File: src/hdl/smap_pkg.sv
`timescale 1ns / 1ps
package smap_pkg;
   localparam int DEF_MAX_MSG_BYTES = 1024;
   localparam int HDR_BYTES = 20;
   localparam int KEY_BYTES = 16;
   localparam logic [7:0] FAMILY_V4 = 8'h01;
   localparam logic [10:0] RST_MAX_LEN = 11'd548;
   localparam logic [15:0] RST_XOR_TYPE = 16'd32;
   localparam logic [10:0] COUNT_SAT = 11'd2047;
   localparam logic [10:0] LIM_CAP = 11'd2046;
   localparam int QDEPTH = 4;

   localparam logic [0:0] CSR_MAX_LEN = 1'b0;
   localparam logic [0:0] CSR_XOR_TYPE = 1'b1;

   typedef enum logic [2:0] {
      ST_OK = 3'd0, ST_EMPTY = 3'd1, ST_SHORT = 3'd2, ST_LONG = 3'd3, ST_TRUNC = 3'd4
   } status_type;

   typedef enum logic [2:0] {
      PH_TYPE_HI = 3'd0, PH_TYPE_LO = 3'd1, PH_LEN_HI = 3'd2, PH_LEN_LO = 3'd3,
      PH_VALUE = 3'd4, PH_PAD = 3'd5
   } phase_type;

   // One classified beat handed from the front to the back part.
   typedef struct packed {
      logic        emit_val;
      logic        emit_sts;
      logic [15:0] attr_type;
      logic [9:0]  byte_index;
      logic [7:0]  data;
      logic        attr_last;
      logic [15:0] msg_type;
      logic [15:0] msg_len;
      status_type  status;
   } work_type;
endpackage

File: src/hdl/smap_front.sv
`timescale 1ns / 1ps
module smap_front import smap_pkg::*; #(
   parameter int MAX_MSG_BYTES = DEF_MAX_MSG_BYTES
) (
   input  logic        clock,
   input  logic        reset,
   input  logic        in_valid,
   output logic        in_ready,
   input  logic [7:0]  in_byte,
   input  logic        in_last,
   input  logic [10:0] max_len,
   input  logic [15:0] xor_type,
   output logic        wr_en,
   output work_type    wr_item,
   input  logic        q_full
);
   localparam logic [10:0] PARAM_LIM = (MAX_MSG_BYTES > 2046) ? 11'd2046 :
                                       11'(MAX_MSG_BYTES);

   logic [10:0] count_ff, count_in;
   logic [15:0] htype_ff, htype_in, hlen_ff, hlen_in;
   logic [7:0]  key_ff [KEY_BYTES];
   phase_type   phase_ff, phase_in;
   logic [15:0] ctype_ff, ctype_in, clen_ff, clen_in, vpos_ff, vpos_in;
   logic [7:0]  fam_ff, fam_in;
   logic [15:0] off_ff, off_in;

   logic        fire, emit;
   logic [7:0]  dec;
   logic [15:0] k;
   logic        endv;
   logic [1:0]  pad;
   logic [10:0] lim;
   logic [15:0] htype_n, hlen_n;
   phase_type   phase_n;
   logic [15:0] off_n;
   status_type  st;

   assign in_ready = !q_full;
   assign fire = in_valid && in_ready;

   always_comb begin
      count_in = count_ff;
      htype_in = htype_ff;
      hlen_in = hlen_ff;
      phase_in = phase_ff;
      ctype_in = ctype_ff;
      clen_in = clen_ff;
      vpos_in = vpos_ff;
      fam_in = fam_ff;
      off_in = off_ff;
      emit = 1'b0;
      dec = in_byte;
      endv = (vpos_ff + 16'd1 == clen_ff);
      pad = 2'd0 - clen_ff[1:0];
      k = vpos_ff - 16'd4;
      if (count_ff < 11'(HDR_BYTES)) begin
         unique case (count_ff[4:0])
            5'd0: htype_in = {in_byte, 8'h00};
            5'd1: htype_in = {htype_ff[15:8], in_byte};
            5'd2: hlen_in = {in_byte, 8'h00};
            5'd3: hlen_in = {hlen_ff[15:8], in_byte};
            default: ;
         endcase
      end else begin
         if (!(phase_ff == PH_TYPE_HI && off_ff >= hlen_ff)) begin
            if (off_ff != 16'hFFFF) off_in = off_ff + 16'd1;
            unique case (phase_ff)
               PH_TYPE_HI: begin
                  ctype_in = {in_byte, 8'h00};
                  phase_in = PH_TYPE_LO;
               end
               PH_TYPE_LO: begin
                  ctype_in = {ctype_ff[15:8], in_byte};
                  phase_in = PH_LEN_HI;
               end
               PH_LEN_HI: begin
                  clen_in = {in_byte, 8'h00};
                  phase_in = PH_LEN_LO;
               end
               PH_LEN_LO: begin
                  clen_in = {clen_ff[15:8], in_byte};
                  vpos_in = '0;
                  fam_in = '0;
                  phase_in = ({clen_ff[15:8], in_byte} == 16'd0) ? PH_TYPE_HI : PH_VALUE;
               end
               PH_VALUE: begin
                  emit = 1'b1;
                  if (ctype_ff == xor_type) begin
                     if (vpos_ff == 16'd1) fam_in = in_byte;
                     else if (vpos_ff == 16'd2) dec = in_byte ^ key_ff[0];
                     else if (vpos_ff == 16'd3) dec = in_byte ^ key_ff[1];
                     else if (vpos_ff >= 16'd4 &&
                              k < ((fam_ff == FAMILY_V4) ? 16'd4 : 16'd16))
                        dec = in_byte ^ key_ff[k[3:0]];
                  end
                  if (endv) begin
                     vpos_in = '0;
                     phase_in = (pad == 2'd0) ? PH_TYPE_HI : PH_PAD;
                  end else begin
                     vpos_in = vpos_ff + 16'd1;
                  end
               end
               PH_PAD: begin
                  vpos_in = vpos_ff + 16'd1;
                  if (vpos_in >= {14'd0, pad}) begin
                     vpos_in = '0;
                     phase_in = PH_TYPE_HI;
                  end
               end
               default: ;
            endcase
         end
      end
      if (count_ff != COUNT_SAT) count_in = count_ff + 11'd1;
      htype_n = htype_in;
      hlen_n = hlen_in;
      phase_n = phase_in;
      off_n = off_in;
      if (in_last) begin
         count_in = '0;
         htype_in = '0;
         hlen_in = '0;
         phase_in = PH_TYPE_HI;
         ctype_in = '0;
         clen_in = '0;
         vpos_in = '0;
         fam_in = '0;
         off_in = '0;
      end
   end

   always_comb begin
      lim = (max_len > PARAM_LIM) ? PARAM_LIM : max_len;
      if (lim > LIM_CAP) lim = LIM_CAP;
      priority if (count_in > lim && !in_last) st = ST_OK;
      else if ((count_ff == COUNT_SAT ? COUNT_SAT : count_ff + 11'd1) > lim) st = ST_LONG;
      else if (count_ff + 11'd1 < 11'(HDR_BYTES)) st = ST_SHORT;
      else if (hlen_n == 16'd0) st = ST_EMPTY;
      else if (off_n < hlen_n || phase_n != PH_TYPE_HI) st = ST_TRUNC;
      else st = ST_OK;
   end

   always_comb begin
      wr_en = fire && (emit || in_last);
      wr_item.emit_val = emit;
      wr_item.emit_sts = in_last;
      wr_item.attr_type = ctype_ff;
      wr_item.byte_index = vpos_ff[9:0];
      wr_item.data = dec;
      wr_item.attr_last = endv;
      wr_item.msg_type = htype_n;
      wr_item.msg_len = hlen_n;
      wr_item.status = st;
   end

   always_ff @(posedge clock) begin
      if (reset) begin
         count_ff <= '0;
         htype_ff <= '0;
         hlen_ff <= '0;
         phase_ff <= PH_TYPE_HI;
         ctype_ff <= '0;
         clen_ff <= '0;
         vpos_ff <= '0;
         fam_ff <= '0;
         off_ff <= '0;
      end else if (fire) begin
         count_ff <= count_in;
         htype_ff <= htype_in;
         hlen_ff <= hlen_in;
         phase_ff <= phase_in;
         ctype_ff <= ctype_in;
         clen_ff <= clen_in;
         vpos_ff <= vpos_in;
         fam_ff <= fam_in;
         off_ff <= off_in;
      end
   end

   always_ff @(posedge clock) begin
      if (fire && count_ff >= 11'd4 && count_ff < 11'(HDR_BYTES))
         key_ff[4'(count_ff - 11'd4)] <= in_byte;
   end
endmodule

File: src/hdl/smap_back.sv
`timescale 1ns / 1ps
module smap_back import smap_pkg::*; (
   input  logic        clock,
   input  logic        reset,
   input  logic        wr_en,
   input  work_type    wr_item,
   output logic        q_full,
   output logic        rsp_valid,
   input  logic        rsp_ready,
   output logic        rsp_kind,
   output logic [15:0] rsp_attr_type,
   output logic [9:0]  rsp_byte_index,
   output logic [7:0]  rsp_data,
   output logic        rsp_attr_last,
   output logic [15:0] rsp_msg_type,
   output logic [15:0] rsp_msg_len,
   output logic [2:0]  rsp_status
);
   localparam int AW = $clog2(QDEPTH);
   work_type    q_ff [QDEPTH];
   logic [AW-1:0] wp_ff, rp_ff;
   logic [AW:0] cnt_ff, cnt_in;
   logic        half_ff, half_in;
   logic        pop, last_part;
   work_type    head;

   assign head = q_ff[rp_ff];
   // A beat with a value byte and a status shows the value first, then the status.
   assign last_part = !(head.emit_val && head.emit_sts) || half_ff;
   assign rsp_valid = cnt_ff != '0;
   assign pop = rsp_valid && rsp_ready && last_part;
   // Keep one slot spare so a write this cycle never overruns.
   assign q_full = cnt_ff >= (AW + 1)'(QDEPTH - 1);
   assign cnt_in = cnt_ff + (AW + 1)'(wr_en) - (AW + 1)'(pop);

   always_comb begin
      half_in = half_ff;
      if (rsp_valid && rsp_ready) half_in = !last_part;
   end

   always_comb begin
      if (head.emit_val && !half_ff) begin
         rsp_kind = 1'b0;
         rsp_attr_type = head.attr_type;
         rsp_byte_index = head.byte_index;
         rsp_data = head.data;
         rsp_attr_last = head.attr_last;
         rsp_status = ST_OK;
      end else begin
         rsp_kind = 1'b1;
         rsp_attr_type = '0;
         rsp_byte_index = '0;
         rsp_data = '0;
         rsp_attr_last = 1'b0;
         rsp_status = head.status;
      end
      rsp_msg_type = head.msg_type;
      rsp_msg_len = head.msg_len;
   end

   always_ff @(posedge clock) begin
      if (reset) begin
         wp_ff <= '0;
         rp_ff <= '0;
         cnt_ff <= '0;
         half_ff <= 1'b0;
      end else begin
         if (wr_en) wp_ff <= wp_ff + AW'(1);
         if (pop) rp_ff <= rp_ff + AW'(1);
         cnt_ff <= cnt_in;
         half_ff <= half_in;
      end
   end

   always_ff @(posedge clock) begin
      if (wr_en) q_ff[wp_ff] <= wr_item;
   end
endmodule

File: src/hdl/stun_message_attribute_parser.sv
`timescale 1ns / 1ps
// Parses a STUN message one byte per beat: the front part keeps the 20-byte
// header, walks the padded attributes and XOR-decodes the mapped address byte
// by byte, and a queue that holds three beats feeds the result channel.
// One input beat is taken every cycle while the queue has room, and its result
// is registered in the queue before it is offered. A final byte that falls
// inside an attribute value gives two result beats, the value byte and then
// the status. Registers: 0 max_len, 1 xor_addr_type.
module stun_message_attribute_parser import smap_pkg::*; #(
   parameter int MAX_MSG_BYTES = DEF_MAX_MSG_BYTES
) (
   input  logic        clock,
   input  logic        reset,
   input  logic        req_valid,
   output logic        req_ready,
   input  logic [7:0]  req_in_byte,
   input  logic        req_in_last,
   output logic        rsp_valid,
   input  logic        rsp_ready,
   output logic        rsp_kind,
   output logic [15:0] rsp_attr_type,
   output logic [9:0]  rsp_byte_index,
   output logic [7:0]  rsp_data,
   output logic        rsp_attr_last,
   output logic [15:0] rsp_msg_type,
   output logic [15:0] rsp_msg_len,
   output logic [2:0]  rsp_status,
   input  logic        csr_valid,
   output logic        csr_ready,
   input  logic [0:0]  csr_index,
   input  logic [15:0] csr_data
);
   logic [10:0] max_len_ff;
   logic [15:0] xtype_ff;
   logic        wr_en, q_full;
   work_type    wr_item;

   assign csr_ready = 1'b1;

   always_ff @(posedge clock) begin
      if (reset) begin
         max_len_ff <= RST_MAX_LEN;
         xtype_ff <= RST_XOR_TYPE;
      end else if (csr_valid) begin
         unique case (csr_index)
            CSR_MAX_LEN: max_len_ff <= csr_data[10:0];
            CSR_XOR_TYPE: xtype_ff <= csr_data;
            default: ;
         endcase
      end
   end

   smap_front #(.MAX_MSG_BYTES(MAX_MSG_BYTES)) u_front (
      .clock, .reset, .in_valid(req_valid), .in_ready(req_ready),
      .in_byte(req_in_byte), .in_last(req_in_last), .max_len(max_len_ff),
      .xor_type(xtype_ff), .wr_en, .wr_item, .q_full
   );

   smap_back u_back (
      .clock, .reset, .wr_en, .wr_item, .q_full, .rsp_valid, .rsp_ready,
      .rsp_kind, .rsp_attr_type, .rsp_byte_index, .rsp_data, .rsp_attr_last,
      .rsp_msg_type, .rsp_msg_len, .rsp_status
   );
endmodule

File: config.mk
export PLATFORM = sky130hd
export DESIGN_NAME = stun_message_attribute_parser
export DESIGN_NICKNAME = d
export VERILOG_FILES = /design/src/hdl/smap_pkg.sv /design/src/hdl/smap_front.sv /design/src/hdl/smap_back.sv /design/src/hdl/stun_message_attribute_parser.sv
export SDC_FILE = /design/constraint.sdc
export NUM_CORES = 1
export LEC_CHECK = 0
export CAP_MARGIN = 20
export CORE_MARGIN = 10
export CORE_UTILIZATION = 40
export CTS_CLUSTER_DIAMETER = 60
export DETAILED_ROUTE_END_ITERATION = 10
export DONT_BUFFER_PORTS = 1
export PLACE_DENSITY = 0.52
export SYNTH_ARGS = -nofsm -noshare
export SYNTH_HDL_FRONTEND = slang
export SYNTH_SLANG_ARGS = --single-unit
File: constraint.sdc
create_clock -name clock -period 4.4 [get_ports clock]
set_clock_uncertainty 0.15 [all_clocks]
set_input_delay 0.22 -clock clock [delete_from_list [all_inputs] [get_ports clock]]
set_output_delay 0.22 -clock clock [all_outputs]
set_load 0.05 [all_outputs]
==> results.txt <==
drt wl/cell: 23.8 um
share of cells above drive strength 1: 0.167
leading cell types in the layout, fill and taps excluded: edfxtp_1 (416), nand2_1 (168), dfxtp_1 (152), nor2_1 (125), a21oi_1 (117)
Multi-input gate area: 9530 sq um
drt first pass iters: 5
Tcrit/Tclk final: 0.952
IO Port Bufs: 0
I/O pins: 105
DR iter-0 viols: 1,528
WL met3: 4730 um
Worst-Margin Slew: 1130 ps
final wirelength: 70,400 um
Placed Instances: 2,776
area grow syn2layout: 16.5%
final count of hold timing violations: 0
Max Freq: 239 MHz
initial antenna violation count: 4
filler-free cell count of the finished design: 2,955
clock latency on the worst-skew pair: 610 ps
drt drc: 0
half-perimeter wire length after placement: 43,800 um
Num CTS Buffers: 67
pwr dens: 485 nW/um^2
grt ovf: 0
H-Tree Depth: 3
worst rel slew slack: 0.242
status: completed
Post-synth EDFFs: 416
leading register cell type out of synthesis: edfxtp_1
Cell variety after synth: 76
syn_area_per_cell: 13.1 sq um
Die Y: 274 um
startpoint types: flip-flop
Storage cell area: 15,600 sq um
met1 WL: 30,900 um
Initial Util: 0.402
Clock transition at path regs: 60 ps
pre-CTS WS: 142 ps
nets@finish: 2,151
row count: 93
CP Max Fanout: 6
VDD IR max: 0.280 mV
total power: 0.0146 W
die extent in x: 274 um
leakage: 10.1 nW
Max-Cap Viols: 0
met2 wire len: 33,200 um
cells after synthesis: 1,970
DR vias: 16.7k
CTS root buf: clkbuf_16
Mapped Area: 25,800 sq um
Req. time, crit path: 4570 ps
Async SR Flop Fraction: 0
routability cong.: 0.867
DRT antenna net count: 0
fin util: 0.469
total die area: 75,200 sq um
Total GRT Usage: 0.187
post-route minimum period: 4190 ps
top layer in use: met5
post-synthesis sequential area ratio: 0.603
total negative setup slack: 0 ps
CP arrival: 4360 ps
commonest non-fill, non-tap cell in the layout: edfxtp_1
CTS Buffer Depth: 3
total clock sinks: 571
synthesized net count: 2,079
Pins Over Slew Limit: 0
pin count of the biggest net entering global routing: 152
number of synthesized register bits: 571
Final setup violation count: 0
DR vias/cell: 5.65
Hold Crit Class: input pin to flip-flop
WS Path Type: flip-flop to flip-flop
Synth Warn #: 0
CTS tree: done
Core Footprint: 64,200 sq um
CP endpoint kind: flip-flop
Layout fillers: 5,690
Final WS setup: 210 ps
vias in the first global route: 16.8k
global-route wire length before repair: 107,000 um
## through the flow
step	cell area, sq um	hold WS (ps)
after global placement	27100	173
after detailed placement	27100	173
final	30100	43.4
after global routing	30100	42.2
after floorplan	25800	169
after CTS	30100	0.992
## cell families after synthesis
logic type      count (synthesis)  share of synthesized area
flops                         571                      0.603
xor+xnor                       76                     0.0269
fa+ha+maj                      78                     0.0381
simple gates                  591                      0.114
buf+inv                       193                     0.0297
compound gates                344                     0.0882
mux                           116                     0.0993
other cells                     1                   0.000145
## flip-flops by register name (all words and copies together) (netlist names), named ones only
register	cells
u_front.phase_ff	3
u_front.htype_ff	16
u_front.fam_ff	8
u_front.vpos_ff	16
u_back.wp_ff	2
u_back.cnt_ff	3
max_len_ff	11
u_back.half_ff	1
u_front.ctype_ff	16
u_front.clen_ff	16
u_back.rp_ff	2
u_front.count_ff	11
u_front.hlen_ff	16
xtype_ff	16
u_front.key_ff	128
u_back.q_ff	288
u_front.off_ff	16
## report_power, final
| group | leakage (nW) | internal [W] | total [W] | switching [W] |
|---|---|---|---|---|
| Combinational | 3.83 | 0.000795 | 0.00275 | 0.00196 |
| Clock | 1.16 | 0.00353 | 0.00579 | 0.00226 |
| Sequential | 5.10 | 0.00595 | 0.00605 | 0.000100 |
| Total | 10.1 | 0.0103 | 0.0146 | 0.00432 |
## cells in the mapped netlist, drive strengths merged (48+ instances only)
cell / n / area [sq um]
xnor2: 48 / 420
inv: 62 / 233
nand2: 169 / 634
a21oi: 117 / 586
nand3: 61 / 318
dfxtp: 155 / 3100
mux4: 112 / 2520
ha: 77 / 963
a22oi: 54 / 405
nor2: 128 / 480
clkbuf: 97 / 364
edfxtp: 416 / 12500
## layer usage
metal / up-vias / GRT usage
li1: 7633 / -
met1: 8417 / 0.252
met2: 531 / 0.303
met3: 105 / 0.0375
met4: 4 / 0.0505
met5: - / 0
## worst max-delay path, cell delays in order (launching register included)
cell,delay [ps]
dfxtp_1,330
inv_1,70
ha_1,280
nand2b_1,140
a2111o_1,450
a32oi_1,200
a21oi_1,120
buf_4,180
nor4_1,250
buf_4,180
nand3_1,100
mux2_2,300
ha_1,290
nand4_1,80
nor3_1,210
o311ai_0,230
o211ai_1,180
a31oi_2,160
## repair_timing
item	in CTS	in global routing
gates resized for setup	0	6
hold endpoints to repair	451	0
hold buffers	51	0
setup buffers	0	1
setup endpoints to repair	0	4
## final cells by class
class / instances / area share
sequential: 571 / 0.518
clock inverter: 35 / 0.0128
antenna: 3 / 0.000249
timing repair buffer: 133 / 0.0431
multi-input combinational: 1206 / 0.317
inverter: 63 / 0.00786
tap: 855 / 0.0355
clock buffer: 89 / 0.0653
## path summary, 6_finish.rpt
| path | startpoint | to | slack [ps] | depth (start not counted) |
|---|---|---|---|---|
| max | u_front.off_ff[0] | u_back.q_ff[1][2] | 210 | 17 |
| min | csr_valid | xtype_ff[1] | 40 | 3 |
| max reg2reg | u_front.off_ff[0] | u_back.q_ff[1][2] | 210 | 17 |
| min reg2reg | max_len_ff[0] | max_len_ff[0] | 310 | 2 |
(Power assumes the default switching activity.)
